### src/sv/tbfc_pkg.sv
package tbfc_pkg;

    localparam int HEADER_BYTES_DEF = 7;
    localparam int COUNT_BITS_DEF   = 32;
    localparam int QUEUE_DEPTH      = 2;

    localparam int SIG_POS   = 7;
    localparam int SIG_COUNT = 14;

    localparam logic [3:0] TYPE_NONE    = 4'd0;
    localparam logic [3:0] TYPE_PAK     = 4'd1;
    localparam logic [3:0] TYPE_GZIP    = 4'd2;
    localparam logic [3:0] TYPE_COMPR   = 4'd3;
    localparam logic [3:0] TYPE_ARJ     = 4'd4;
    localparam logic [3:0] TYPE_HYPER   = 4'd5;
    localparam logic [3:0] TYPE_GIF     = 4'd6;
    localparam logic [3:0] TYPE_HPACK   = 4'd7;
    localparam logic [3:0] TYPE_ZIP     = 4'd8;
    localparam logic [3:0] TYPE_ZOO     = 4'd9;
    localparam logic [3:0] TYPE_LZH     = 4'd10;
    localparam logic [3:0] TYPE_LHA     = 4'd11;
    localparam logic [3:0] TYPE_OPENPGP = 4'd12;

    localparam logic [7:0] CTRL_LOW_END  = 8'd7;
    localparam logic [7:0] CTRL_HIGH_END = 8'd13;
    localparam logic [7:0] CTRL_EOF      = 8'd26;
    localparam logic [7:0] CTRL_LIMIT    = 8'd32;

    localparam logic [1:0] OPENPGP_LEAD = 2'b10;
    localparam int         OPENPGP_HLEN = 5;

    typedef struct packed {
        logic [7:0] data_byte;
        logic       last;
    } t_in_item;

    typedef struct packed {
        logic [3:0] file_type;
        logic       is_binary;
    } t_out_item;

    typedef struct packed {
        logic [2:0]               len;
        logic [SIG_POS-1:0]       care;
        logic [0:SIG_POS-1][7:0]  val;
        logic [3:0]               code;
    } t_sig;

    localparam t_sig SIG_TABLE [0:SIG_COUNT-1] = '{
        '{len: 3'd2, care: 7'h03, val: '{8'd26, 8'd11, 8'd0, 8'd0, 8'd0, 8'd0, 8'd0},
          code: TYPE_PAK},
        '{len: 3'd2, care: 7'h03, val: '{8'd31, 8'd139, 8'd0, 8'd0, 8'd0, 8'd0, 8'd0},
          code: TYPE_GZIP},
        '{len: 3'd2, care: 7'h03, val: '{8'd31, 8'd157, 8'd0, 8'd0, 8'd0, 8'd0, 8'd0},
          code: TYPE_COMPR},
        '{len: 3'd2, care: 7'h03, val: '{8'd234, 8'd96, 8'd0, 8'd0, 8'd0, 8'd0, 8'd0},
          code: TYPE_ARJ},
        '{len: 3'd4, care: 7'h0F, val: '{8'd26, 8'd72, 8'd80, 8'd37, 8'd0, 8'd0, 8'd0},
          code: TYPE_HYPER},
        '{len: 3'd4, care: 7'h0F, val: '{8'd71, 8'd73, 8'd70, 8'd56, 8'd0, 8'd0, 8'd0},
          code: TYPE_GIF},
        '{len: 3'd4, care: 7'h0F, val: '{8'd72, 8'd80, 8'd65, 8'd75, 8'd0, 8'd0, 8'd0},
          code: TYPE_HPACK},
        '{len: 3'd4, care: 7'h0F, val: '{8'd80, 8'd75, 8'd3, 8'd4, 8'd0, 8'd0, 8'd0},
          code: TYPE_ZIP},
        '{len: 3'd4, care: 7'h0F, val: '{8'd90, 8'd79, 8'd79, 8'd32, 8'd0, 8'd0, 8'd0},
          code: TYPE_ZOO},
        '{len: 3'd7, care: 7'h7C, val: '{8'd0, 8'd0, 8'd45, 8'd108, 8'd104, 8'd48, 8'd45},
          code: TYPE_LZH},
        '{len: 3'd7, care: 7'h7C, val: '{8'd0, 8'd0, 8'd45, 8'd108, 8'd104, 8'd49, 8'd45},
          code: TYPE_LZH},
        '{len: 3'd7, care: 7'h7C, val: '{8'd0, 8'd0, 8'd45, 8'd108, 8'd104, 8'd50, 8'd45},
          code: TYPE_LZH},
        '{len: 3'd7, care: 7'h7C, val: '{8'd0, 8'd0, 8'd45, 8'd108, 8'd104, 8'd51, 8'd45},
          code: TYPE_LZH},
        '{len: 3'd7, care: 7'h5C, val: '{8'd0, 8'd0, 8'd45, 8'd108, 8'd104, 8'd0, 8'd45},
          code: TYPE_LHA}
    };

    localparam logic [0:OPENPGP_HLEN-1][7:0] OPENPGP_HEAD =
        '{8'd168, 8'd3, 8'd80, 8'd71, 8'd80};

    // Old-format packet tags that count as a recognized packet.
    function automatic logic openpgp_tag_ok(input logic [3:0] tag);
        logic ok;
        case (tag) inside
            4'd1, 4'd2, 4'd3, 4'd5, 4'd6, 4'd7, 4'd8, 4'd9, 4'd11, 4'd14: ok = 1'b1;
            default: ok = 1'b0;
        endcase
        return ok;
    endfunction

endpackage

### src/sv/tbfc_front.sv
module tbfc_front #(
    parameter int HEADER_BYTES = tbfc_pkg::HEADER_BYTES_DEF,
    parameter int COUNT_BITS   = tbfc_pkg::COUNT_BITS_DEF
) (
    input  logic                                    i_clk,
    input  logic                                    i_rst_n,
    input  logic                                    i_accept,
    input  tbfc_pkg::t_in_item                      i_in,
    output logic                                    o_rec_push,
    output logic [HEADER_BYTES*8+2*COUNT_BITS:0]    o_rec
);

    localparam int IDX_W = $clog2(HEADER_BYTES);

    typedef struct packed {
        logic [HEADER_BYTES-1:0][7:0] hdr;
        logic [COUNT_BITS-1:0]        count;
        logic [COUNT_BITS-1:0]        high;
        logic                         ill;
    } t_rec;

    logic [HEADER_BYTES-1:0][7:0] r_hdr, n_hdr;
    logic [COUNT_BITS-1:0]        r_count, n_count;
    logic [COUNT_BITS-1:0]        r_high, n_high;
    logic                         r_ill, n_ill;
    logic                         byte_illegal;
    t_rec                         rec;

    assign byte_illegal = (i_in.data_byte < tbfc_pkg::CTRL_LIMIT)
                       && ((i_in.data_byte < tbfc_pkg::CTRL_LOW_END)
                           || (i_in.data_byte > tbfc_pkg::CTRL_HIGH_END))
                       && (i_in.data_byte != tbfc_pkg::CTRL_EOF);

    always_comb begin
        n_hdr   = r_hdr;
        n_count = r_count;
        n_high  = r_high;
        n_ill   = r_ill;
        if (r_count < COUNT_BITS'(HEADER_BYTES)) begin
            n_hdr[r_count[IDX_W-1:0]] = i_in.data_byte;
        end
        if (r_count != '1) begin
            n_count = r_count + 1'b1;
        end
        if (i_in.data_byte[7] && (r_high != '1)) begin
            n_high = r_high + 1'b1;
        end
        if (byte_illegal) begin
            n_ill = 1'b1;
        end
    end

    // The closing byte itself is part of the record handed to the back end.
    assign rec.hdr   = n_hdr;
    assign rec.count = n_count;
    assign rec.high  = n_high;
    assign rec.ill   = n_ill;
    assign o_rec      = rec;
    assign o_rec_push = i_accept && i_in.last;

    always_ff @(posedge i_clk) begin
        if (!i_rst_n) begin
            r_count <= '0;
            r_high  <= '0;
            r_ill   <= 1'b0;
        end else if (i_accept) begin
            if (i_in.last) begin
                r_count <= '0;
                r_high  <= '0;
                r_ill   <= 1'b0;
            end else begin
                r_count <= n_count;
                r_high  <= n_high;
                r_ill   <= n_ill;
            end
        end
    end

    always_ff @(posedge i_clk) begin
        if (i_accept) begin
            r_hdr <= n_hdr;
        end
    end

    a_close_clears: assert property (@(posedge i_clk) disable iff (!i_rst_n)
        o_rec_push |=> (r_count == '0) && (r_high == '0) && !r_ill)
        else $error("buffer state not cleared after closing item");

    a_high_le_count: assert property (@(posedge i_clk) disable iff (!i_rst_n)
        r_high <= r_count)
        else $error("high-bit count exceeds byte count");

endmodule

### src/sv/tbfc_queue.sv
module tbfc_queue #(
    parameter int WIDTH = 8,
    parameter int DEPTH = tbfc_pkg::QUEUE_DEPTH
) (
    input  logic             i_clk,
    input  logic             i_rst_n,
    input  logic             i_wr,
    input  logic [WIDTH-1:0] i_wdata,
    output logic             o_full,
    input  logic             i_rd,
    output logic [WIDTH-1:0] o_rdata,
    output logic             o_empty
);

    localparam int PTR_W = (DEPTH > 1) ? $clog2(DEPTH) : 1;
    localparam int CNT_W = $clog2(DEPTH + 1);

    logic [WIDTH-1:0] r_mem [DEPTH];
    logic [PTR_W-1:0] r_wr_ptr, r_rd_ptr;
    logic [CNT_W-1:0] r_cnt;
    logic             do_wr, do_rd;

    assign o_full  = (r_cnt == CNT_W'(DEPTH));
    assign o_empty = (r_cnt == '0);
    assign do_wr   = i_wr && !o_full;
    assign do_rd   = i_rd && !o_empty;
    assign o_rdata = r_mem[r_rd_ptr];

    always_ff @(posedge i_clk) begin
        if (!i_rst_n) begin
            r_wr_ptr <= '0;
            r_rd_ptr <= '0;
            r_cnt    <= '0;
        end else begin
            if (do_wr) begin
                r_wr_ptr <= (r_wr_ptr == PTR_W'(DEPTH - 1)) ? '0 : r_wr_ptr + 1'b1;
            end
            if (do_rd) begin
                r_rd_ptr <= (r_rd_ptr == PTR_W'(DEPTH - 1)) ? '0 : r_rd_ptr + 1'b1;
            end
            if (do_wr && !do_rd) begin
                r_cnt <= r_cnt + 1'b1;
            end else if (do_rd && !do_wr) begin
                r_cnt <= r_cnt - 1'b1;
            end
        end
    end

    always_ff @(posedge i_clk) begin
        if (do_wr) begin
            r_mem[r_wr_ptr] <= i_wdata;
        end
    end

    a_cnt_bound: assert property (@(posedge i_clk) disable iff (!i_rst_n)
        r_cnt <= CNT_W'(DEPTH))
        else $error("queue count beyond depth");

    a_cnt_up: assert property (@(posedge i_clk) disable iff (!i_rst_n)
        (do_wr && !do_rd) |=> (r_cnt == $past(r_cnt) + 1'b1))
        else $error("queue count did not follow a write");

endmodule

### src/sv/tbfc_back.sv
module tbfc_back #(
    parameter int HEADER_BYTES = tbfc_pkg::HEADER_BYTES_DEF,
    parameter int COUNT_BITS   = tbfc_pkg::COUNT_BITS_DEF
) (
    input  logic                                    i_clk,
    input  logic                                    i_rst_n,
    input  logic [HEADER_BYTES*8+2*COUNT_BITS:0]    i_rec,
    input  logic                                    i_rec_empty,
    output logic                                    o_rec_rd,
    input  logic                                    i_cfg_we,
    input  logic                                    i_cfg_data,
    input  logic                                    i_pop,
    output logic                                    o_empty,
    output tbfc_pkg::t_out_item                     o_out
);

    typedef struct packed {
        logic [HEADER_BYTES-1:0][7:0] hdr;
        logic [COUNT_BITS-1:0]        count;
        logic [COUNT_BITS-1:0]        high;
        logic                         ill;
    } t_rec;

    t_rec                              rec;
    logic [tbfc_pkg::SIG_COUNT-1:0]    sig_hit;
    logic                              pgp_hit;
    logic                              pgp_head_ok;
    logic                              high_over;
    logic [3:0]                        n_type;
    tbfc_pkg::t_out_item               n_out;
    tbfc_pkg::t_out_item               r_out;
    logic                              r_out_valid;
    logic                              r_cyrillic;

    assign rec = i_rec;

    always_comb begin
        for (int i = 0; i < tbfc_pkg::SIG_COUNT; i++) begin
            sig_hit[i] = (rec.count >= COUNT_BITS'(tbfc_pkg::SIG_TABLE[i].len));
            for (int j = 0; j < tbfc_pkg::SIG_POS; j++) begin
                if (tbfc_pkg::SIG_TABLE[i].care[j]
                    && (rec.hdr[j] != tbfc_pkg::SIG_TABLE[i].val[j])) begin
                    sig_hit[i] = 1'b0;
                end
            end
        end
    end

    always_comb begin
        pgp_head_ok = (rec.count >= COUNT_BITS'(tbfc_pkg::OPENPGP_HLEN));
        for (int j = 0; j < tbfc_pkg::OPENPGP_HLEN; j++) begin
            if (rec.hdr[j] != tbfc_pkg::OPENPGP_HEAD[j]) begin
                pgp_head_ok = 1'b0;
            end
        end
        pgp_hit = (rec.count != '0)
               && (rec.hdr[0][7:6] == tbfc_pkg::OPENPGP_LEAD)
               && (pgp_head_ok || tbfc_pkg::openpgp_tag_ok(rec.hdr[0][5:2]));
    end

    // Walk from the bottom of the table so that the earliest hit wins.
    always_comb begin
        n_type = tbfc_pkg::TYPE_NONE;
        if (pgp_hit) begin
            n_type = tbfc_pkg::TYPE_OPENPGP;
        end
        for (int i = tbfc_pkg::SIG_COUNT - 1; i >= 0; i--) begin
            if (sig_hit[i]) begin
                n_type = tbfc_pkg::SIG_TABLE[i].code;
            end
        end
    end

    assign high_over       = rec.high > (rec.count >> 2);
    assign n_out.file_type = n_type;
    assign n_out.is_binary = (n_type != tbfc_pkg::TYPE_NONE) || rec.ill
                          || (!r_cyrillic && high_over);

    assign o_rec_rd = !i_rec_empty && (!r_out_valid || i_pop);
    assign o_empty  = !r_out_valid;
    assign o_out    = r_out;

    always_ff @(posedge i_clk) begin
        if (!i_rst_n) begin
            r_out_valid <= 1'b0;
            r_cyrillic  <= 1'b0;
        end else begin
            if (i_cfg_we) begin
                r_cyrillic <= i_cfg_data;
            end
            if (o_rec_rd) begin
                r_out_valid <= 1'b1;
            end else if (i_pop) begin
                r_out_valid <= 1'b0;
            end
        end
    end

    always_ff @(posedge i_clk) begin
        if (o_rec_rd) begin
            r_out <= n_out;
        end
    end

    a_load_shows: assert property (@(posedge i_clk) disable iff (!i_rst_n)
        o_rec_rd |=> r_out_valid)
        else $error("classified item not presented after load");

    a_known_is_binary: assert property (@(posedge i_clk) disable iff (!i_rst_n)
        (r_out_valid && (r_out.file_type != tbfc_pkg::TYPE_NONE)) |-> r_out.is_binary)
        else $error("recognized type reported as text");

endmodule

### src/sv/text_binary_file_classifier.sv
// Accepts one byte per cycle with no stalls while the result path keeps up.
// The edge that accepts a buffer's last byte closes it into the record queue;
// a later edge classifies it into the output register once that register is
// empty or being popped. Two closed buffers can wait in the queue.
// Reset is synchronous: counts, flags, queue, output and the mode register
// clear; the kept header bytes are not reset.
module text_binary_file_classifier #(
    parameter int HEADER_BYTES = tbfc_pkg::HEADER_BYTES_DEF,
    parameter int COUNT_BITS   = tbfc_pkg::COUNT_BITS_DEF
) (
    input  logic                  i_clk,
    input  logic                  i_rst_n,
    input  logic                  push,
    output logic                  full,
    input  tbfc_pkg::t_in_item    i_in,
    output logic                  empty,
    input  logic                  pop,
    output tbfc_pkg::t_out_item   o_out,
    input  logic                  i_cfg_we,
    input  logic                  i_cfg_data
);

    localparam int REC_W = HEADER_BYTES * 8 + 2 * COUNT_BITS + 1;

    logic             accept;
    logic             rec_push;
    logic [REC_W-1:0] rec_in;
    logic [REC_W-1:0] rec_out;
    logic             rec_full;
    logic             rec_empty;
    logic             rec_rd;

    assign full   = rec_full;
    assign accept = push && !rec_full;

    tbfc_front #(
        .HEADER_BYTES (HEADER_BYTES),
        .COUNT_BITS   (COUNT_BITS)
    ) u_front (
        .i_clk      (i_clk),
        .i_rst_n    (i_rst_n),
        .i_accept   (accept),
        .i_in       (i_in),
        .o_rec_push (rec_push),
        .o_rec      (rec_in)
    );

    tbfc_queue #(
        .WIDTH (REC_W),
        .DEPTH (tbfc_pkg::QUEUE_DEPTH)
    ) u_queue (
        .i_clk   (i_clk),
        .i_rst_n (i_rst_n),
        .i_wr    (rec_push),
        .i_wdata (rec_in),
        .o_full  (rec_full),
        .i_rd    (rec_rd),
        .o_rdata (rec_out),
        .o_empty (rec_empty)
    );

    tbfc_back #(
        .HEADER_BYTES (HEADER_BYTES),
        .COUNT_BITS   (COUNT_BITS)
    ) u_back (
        .i_clk       (i_clk),
        .i_rst_n     (i_rst_n),
        .i_rec       (rec_out),
        .i_rec_empty (rec_empty),
        .o_rec_rd    (rec_rd),
        .i_cfg_we    (i_cfg_we),
        .i_cfg_data  (i_cfg_data),
        .i_pop       (pop),
        .o_empty     (empty),
        .o_out       (o_out)
    );

endmodule

### config.mk
export PLATFORM = sky130hd
export DESIGN_NAME = text_binary_file_classifier
export DESIGN_NICKNAME = d
export VERILOG_FILES = /design/src/sv/tbfc_pkg.sv /design/src/sv/tbfc_front.sv /design/src/sv/tbfc_queue.sv /design/src/sv/tbfc_back.sv /design/src/sv/text_binary_file_classifier.sv
export SDC_FILE = /design/constraint.sdc
export NUM_CORES = 1
export LEC_CHECK = 0
export BUFFER_PORTS_ARGS = -buffer_cell sky130_fd_sc_hd__buf_2
export CORE_UTILIZATION = 52
export CTS_BUF_LIST = sky130_fd_sc_hd__clkbuf_8
export DETAILED_ROUTE_END_ITERATION = 10
export PLACE_DENSITY_LB_ADDON = 0.12
export SLEW_MARGIN = 20
export SYNTH_ARGS = -nofsm -noshare
export SYNTH_HDL_FRONTEND = slang
export SYNTH_HIERARCHICAL = 1
export SYNTH_SLANG_ARGS = --single-unit
### constraint.sdc
create_clock -name i_clk -period 12.6 [get_ports i_clk]
set_input_delay 0.63 -clock i_clk [delete_from_list [all_inputs] [get_ports i_clk]]
set_output_delay 0.63 -clock i_clk [all_outputs]
set_load 0.05 [all_outputs]
; ---- After elaboration in Yosys (flattened, before gate mapping)
; Memory sizes are Yosys's and may differ from the RTL's. A register that Yosys moved wholly into a read port is not among the register bits.
; Index checks and enable logic that the tools add are counted.
; W data, S select, Z words.
[word_totals]
mem_count = 1
input_bits = 15
elab_cells = 199
mem_bits_rw = 242
out_inout_bits = 7
regBits = 132
[memory_table]
columns = name, words, width, rd, rd_clocked_by_memory_dff, write_ports, line
row1 = u_queue.r_mem, 2, 121, 1, 1, 1, tbfc_queue.sv:18  ; logic [WIDTH-1:0] r_mem [DEPTH];
[classes]
reduce_logical = 31
addsub = 6
eq_ne = 53
mux = 80
n_lt_le_gt_ge = 11
[ops]
columns = operator, n
row1 = $ne A8 B7 Y1 const B, 19
row2 = $mux W32, 4
row3 = $ge A32 B3 Y1 const B, 3
row4 = $ne A8 B6 Y1 const B, 9
row5 = $add A32 B1 Y32 const B, 2
row6 = $ne A32 B32 Y1 const B, 2
row7 = $mux W4, 15
row8 = $bwmux W56, 1
row9 = $mux W56, 1
row10 = $mux W1, 55
row11 = $ge A32 B2 Y1 const B, 1
row12 = $gt A32 B30 Y1, 1
row13 = $lt A32 B3 Y1 const B, 1
row14 = $ne A8 B8 Y1 const B, 4
row15 = $reduce_bool A32 Y1, 1
row16 = $demux W8 S3, 1
row17 = $ne A8 B5 Y1 const B, 3
row18 = $eq A4 B4 Y1 const B, 4
row19 = $ne A8 B2 Y1 const B, 2
row20 = $logic_and A1 B1 Y1, 14
row21 = $eq A4 B3 Y1 const B, 3
row22 = $reduce_or A10 Y1, 1
row23 = $eq A4 B2 Y1 const B, 2
row24 = $gt A8 B4 Y1 const B, 1
row25 = other kinds (18), 31

; ---- Depth between registers and ports, before layout
; Gate-level depths: netlist (run 1).
[logic_depth]
depth_word = 26
ltp_mapped = 13
ltp_nobuf = 11

; ---- Cells and area by module
; Netlist (run 1), hierarchy kept.
[by_module_without_submodules]
columns = module, cells_per_inst, area_each_um2, instances
row1 = tbfc_queue, 401, 8953.6, 1
row2 = tbfc_front, 793, 7444.6, 1
row3 = tbfc_back, 262, 1909.3, 1
row4 = text_binary_file_classifier, 1, 13.8, 1

; ---- Worst setup path before layout (run 1)
; No wires, ideal clock.
[synth_path]
kind = register to register
from = register u_queue.r_cnt[0]
to = memory u_queue/r_mem[0][0] (netlist name) (enable)
slack_ps = 4668
stages_incl_launch_ff = 10
arrival_time_ps = 7352
synth_period_minus_slack_ps = 7932
cell_sequence = dfxtp_1 -> nand2b_1 -> inv_1 -> nor2b_4 -> clkbuf_1 -> clkbuf_1 -> nand2_1 -> inv_1 -> inv_1 -> nor3_2
[synth_between]
elab_chain_len = 7
[synth_lines]
columns = item, line
row1 = start: declaration, tbfc_queue.sv:20  ; logic [CNT_W-1:0] r_cnt;
row2 = start signal: assignment, tbfc_queue.sv:42  ; r_cnt <= r_cnt + 1'b1;
row3 = start signal: assignment, tbfc_queue.sv:44  ; r_cnt <= r_cnt - 1'b1;
row4 = $eq A2 B2 Y1, tbfc_queue.sv:23  ; assign o_full = (r_cnt == CNT_W'(DEPTH));
row5 = named net full, text_binary_file_classifier.sv:14  ; output logic full,
row6 = $logic_not A1 Y1, text_binary_file_classifier.sv:34  ; assign accept = push && !rec_full;
row7 = $logic_and A1 B1 Y1, text_binary_file_classifier.sv:34
row8 = named net accept, text_binary_file_classifier.sv:25  ; logic accept;
row9 = $logic_and A1 B1 Y1, tbfc_front.sv:59  ; assign o_rec_push = i_accept && i_in.last;
row10 = named net rec_push, text_binary_file_classifier.sv:26  ; logic rec_push;
row11 = $logic_and A1 B1 Y1, tbfc_queue.sv:25  ; assign do_wr = i_wr && !o_full;
row12 = $mux W1, tbfc_queue.sv:50  ; if (do_wr) begin
row13 = $mux W1 (not written as such), tbfc_queue.sv:51  ; r_mem[r_wr_ptr] <= i_wdata;
row14 = end: declaration, tbfc_queue.sv:18
; The timed path passes the listed nets, and every way through them passes these cells.

==> impl_metrics.toml, run 1 <==
[outcome]
status = "completed"

[hold_path]
min_path_cells = 3
worstHoldEndpoint = "u_back/r_cyrillic$_SDFFE_PN0P_"
hp-start = "i_cfg_data"
hp-class = "in -> reg"

[final_layout]
area_growth_pct = 9.241
most-common-layout-cells = "edfxtp_1 (297), mux2_2 (168), nand2_1 (101)"
final_layout_size_suffix_gt1_share_pct = 21.75
fin_nets = 1513
layout_commonest_cell = "edfxtp_1"
fillers = 2827
diodes = 0
stdcell_count = 1965

[route]
dr_wl_met2_um = 22110
top_layer = "met4"
met1Wirelength_um = 18850
drt.antenna.violating_nets = 0
first_pass_iters = 6
wl_um = 44340
met3WireLength_um = 2177
route.detailed.drc = 0
drt_iter0_drc = 945
post_drt_wl_per_cell_um = 22.56
viasPerCell = 6.052
vias = 11890

[floorplan]
rows = 67
pin_count = 22
coreArea_um2 = 33870
die_h_um = 188.5
dieArea_um2 = 35540
fp.dieW_um = 188.5
start_util_pct = 53.41

[sta]
setup_viol = 0
clock.fmax_mhz = 230.1
worst_pin_slew_ns = 0.9926
skew_ns = 0.02977
rsz0062_at_grt = "false"
finalMaxSlewViolations = 0
fin_crit_sh_pct = 34.50
max_slew_margin_pct = 33.83
tns_ns = 0
hold_slack_ns = 0.2889
hold_viol_final = 0
period_needed_ns = 4.347

[clock_tree]
ctsHoldBuffers = 0
postCtsSetupRepairBufs = 0
clkTransAtPathRegs_ns = 0.06
cts_resized = 0
cts_sinks = 369
cts_buffer_depth = 3
cts_tree = "done"
clkLatencyLatePin_ns = 0.65
htreeDepth = 2
root_buffer = "clkbuf_8"
cts_buffers = 60

[setup_path]
path_delay_family = "compound AO/OA/AOI/OAI gates"
path_cells = "buf_4 > mux2_2 > ha_1 > a21oi_1 > o21ai_0 > o2bb2ai_1 > o41ai_1 > a31oi_1 > a211oi_1 > o2111ai_1"
end_kind = "flip-flop"
cp-start-kind = "flip-flop"
path_class = "reg -> reg"
cpPeakStageDelay_ns = 0.91
regToRegSetupSlack_ns = 8.25
cpMaxStageDelayCell = "dfxtp_4"
critPathRequiredTime_ns = 12.97
critPathMaxFanout = 61
crit_arrival_ns = 4.72
timing.rr.end = "u_back/o_out[0]$_DFFE_PP_"
crit_buf_inv = 1
reg2regPathDepth = 10

[power_and_ir_drop]
leakage_nw = 6.695
pwr_density_cell_nw_per_um2 = 176.5
vdd_drop_max_v = 0.00009503

[placement]
port_buffers = 21
post-place-cells = 1851
gp_congestion = 0.9895
place_hpwl_um = 29690

[global_routing]
grt_pass1_wl_um = 68970
grt_max_degree = 68
grt_pass1_vias = 11890
grt_usage_pct = 25.40
gr-total-overflow = 0
antenna_found_initial = 0

[synthesis]
yosys_warnings = 6
synth_area_um2 = 18090
syn_nets = 1495
synthCells = 1447
avgSynthCellArea_um2 = 12.50

[run]
cap_viol_max_count = 0
[per-stage QoR]
| stage | utilization, % | setup WS (ns) | area, µm² | total power [mW] |
|---|---|---|---|---|
| final | 58.35 | 8.253 | 19760 | 3.487 |
| after global routing | 58.35 | 7.965 | 19760 | 3.656 |
| after CTS | 58.35 | 8.211 | 19760 | 3.529 |
| after detailed placement | 54.61 | 8.216 | 18500 | 2.450 |
| after global placement | 54.59 | 8.249 | 18490 | 2.434 |
| after floorplan | - | 4.776 | 18090 | 2.220 |
[cell type report]
type / count / area, µm² / area share [%]
clock inverter: 43 / 287.8 / 1.456
clock buffer: 71 / 977.2 / 4.945
multi-input combinational: 943 / 7136 / 36.11
inverter: 52 / 195.2 / 0.9878
sequential: 369 / 10360 / 52.45
timing repair buffer: 39 / 240.2 / 1.216
tap: 448 / 560.5 / 2.837
[sequential cells by signal (all words and copies together), names as in the netlist, 2 cells and up, named ones only]
register / count
u_queue/r_mem: 238
u_front/r_hdr: 54
u_front/r_count: 32
u_front/r_high: 32
u_back/o_out: 5
u_queue/r_cnt: 2
[power by group]
| group | switching (mW) | internal, mW |
|---|---|---|
| logic | 0.488 | 0.320 |
| registers | 0.0736 | 1.54 |
| clock network | 0.473 | 0.594 |
[routing by layer]
layer / GRT usage, % / vias up
met5: 0 / -
met4: 8.685 / 0
met3: 4.358 / 71
met2: 43.51 / 348
met1: 32.49 / 5856
li1: - / 5617
[how the worst max path moves through the flow]
| stage | start | to | slack (ns) | depth (start not counted) |
|---|---|---|---|---|
| 3_5_place_dp | flip-flop | u_back/o_out[0]$_DFFE_PP_ | 8.22 | 10 |
| 5_1_grt | flip-flop | u_back/o_out[0]$_DFFE_PP_ | 7.97 | 9 |
| 2_1_floorplan | u_queue/r_cnt[0]$_SDFFE_PN0P_ | u_queue/r_mem[0][0]$_DFFE_PP_ | 4.78 | 9 |
| 6_report | flip-flop | u_back/o_out[0]$_DFFE_PP_ | 8.25 | 10 |
| 3_3_place_gp | flip-flop | u_back/o_out[0]$_DFFE_PP_ | 8.25 | 10 |
| 4_1_cts | flip-flop | u_back/o_out[0]$_DFFE_PP_ | 8.21 | 10 |
[tightest hold or removal path, cell delays in order]
cell and delay (ns):
buf_2 0.07, mux2i_1 0.06, nor2b_1 0.12
(Power assumes the default switching activity.)
==> inputs of run 2 (changes only) <==
- clock period: 12.6 -> 4.4 ns (I/O delays scaled with it)
==> run 2 against run 1 <==
Net effect: global-route usage fell by 0.55 points; final cell count rose by 0.56%; worst setup slack worse by 7.4 ns; wire length shrank 0.60%; sequential power rose to 2.8 times the previous value; combinational power grew to 2.9 times the previous value; largest power group unchanged.
==> impl_metrics.toml, run 2 (synthesis gave the netlist of run 1 again) <==
[outcome]
status = "completed"

[sta]
worst_pin_slew_ns = 0.9768
fin_crit_sh_pct = 79.78
setup_viol = 0
clock.fmax_mhz = 284.9
max_slew_margin_pct = 34.81
hold_slack_ns = 0.07497
finalMaxSlewViolations = 0
hold_viol_final = 0
skew_ns = 0.03054
period_needed_ns = 3.510
rsz0062_at_grt = "false"

[route]
vias = 11990
drt_iter0_drc = 1058
viasPerCell = 6.066
drt.antenna.violating_nets = 0
post_drt_wl_per_cell_um = 22.30
route.detailed.drc = 0
wl_um = 44070
first_pass_iters = 5

[final_layout]
regMostFlops = "u_queue/r_mem"
most-common-layout-cells = "edfxtp_1 (297), mux2_2 (168), nand2_1 (100)"
largest_reg_flops = 238
fillers = 2820
diodes = 0
final_layout_size_suffix_gt1_share_pct = 21.99
reg_top3 = "u_queue/r_mem: 238 flops, u_front/r_hdr: 54 flops"
multi_input_area_um2 = 7144
fin_nets = 1525
layout_commonest_cell = "edfxtp_1"
seqCellArea_um2 = 10360
area_growth_pct = 9.393
stdcell_count = 1976

[setup_path]
cpMaxStageDelayCell = "dfxtp_4"
path_cells = "buf_4 > mux2_2 > nor4bb_1 > nand2_1 > or3_1 > a2111oi_2 > a31oi_1 > a21oi_1 > o2111ai_1"
end_kind = "flip-flop"
critPathMaxFanout = 31
critPathRequiredTime_ns = 4.75
path_class = "reg -> reg"
cp-start-kind = "flip-flop"
crit_arrival_ns = 3.86
cpPeakStageDelay_ns = 0.65

[clock_tree]
clkLatencyLatePin_ns = 0.63
cts_tree = "done"
clkTransAtPathRegs_ns = 0.07
cts_sinks = 369
cts_buffer_depth = 3
cts_resized = 0
root_buffer = "clkbuf_8"
postCtsSetupRepairBufs = 0
htreeDepth = 2
cts_buffers = 60

[floorplan]
coreArea_um2 = 33870
dieArea_um2 = 35540
die_h_um = 188.5
start_util_pct = 53.41
rows = 67
pin_count = 22
fp.dieW_um = 188.5

[global_routing]
grt_usage_pct = 24.85
grt_pass1_vias = 11670
grt_pass1_wl_um = 67470
gr-total-overflow = 0
grt_max_degree = 100
antenna_found_initial = 0

[placement]
place_hpwl_um = 30070
port_buffers = 21
gp_congestion = 0.9223
post-place-cells = 1859

[run]
cap_viol_max_count = 0

[power_and_ir_drop]
vdd_drop_max_v = 0.0002857
leakage_nw = 6.696
pwr_density_cell_nw_per_um2 = 491.3
p_total_mw = 9.722

[hold_path]
hp-class = "in -> reg"
## run 2: layer usage
metal,track usage (%),vias to the layer above,wire length [µm]
li1,-,5637,-
met1,32.31,5868,18900
met2,42.46,397,21750
met3,3.874,85,2351
met4,8.065,0,1063
met5,0,-,0
## run 2: area by class of cell
| class | count | area share (%) |
|---|---|---|
| Inverter | 52 | 1.005 |
| Timing Repair Buffer | 51 | 1.973 |
| Clock inverter | 52 | 1.461 |
| Clock buffer | 61 | 4.243 |
| Sequential cell | 369 | 52.38 |
| Multi-Input combinational cell | 943 | 36.11 |
| Tap cell | 448 | 2.833 |
## run 2: power by group
part           total [mW]  switching, mW  internal, mW  leakage (nW)
clock network        2.77           1.36          1.42         0.666
registers            4.58          0.179          4.40          3.32
logic                2.37           1.41         0.954          2.71
## run 2: stage by stage
step                      util [%]  TNS (ns)  instance area, µm²  worst slack [ns]
after floorplan                  -   -163.33               18140            -1.362
after global placement       54.98         0               18620            0.9041
after detailed placement     54.98         0               18620            0.9240
after CTS                    58.43         0               19790            0.8887
after global routing         58.43         0               19790            0.6211
final                        58.43         0               19790            0.8896
## run 2: worst max-delay path: cells and delay by family, from the launching register on
| family | cells | cell delay [ns] |
|---|---|---|
| buffers and inverters | 1 | 0.37 |
| DFF | 1 | 0.65 |
| muxes | 1 | 0.37 |
| AOI/OAI and AO/OA | 4 | 0.93 |
| and+or+nand+nor | 3 | 0.89 |
## run 2: path summary, 6_finish.rpt
path / start / endpoint / slack, ns / cells past startpoint
worst max-delay path: flip-flop / u_back/o_out[0]$_DFFE_PP_ / 0.89 / 9
worst min-delay path: i_rst_n / u_front/r_high[6]$_SDFFE_PN0P_ / 0.07 / 2
worst max register to register: flip-flop / u_back/o_out[0]$_DFFE_PP_ / 0.89 / 9
worst min register to register: u_front/r_high[30]$_SDFFE_PN0P_ / u_front/r_high[30]$_SDFFE_PN0P_ / 0.47 / 1
## run 2: timing repair
action	in CTS	in global routing
hold buffers	4	0
endpoints found under the hold margin	3	0
setup endpoints to repair	0	0
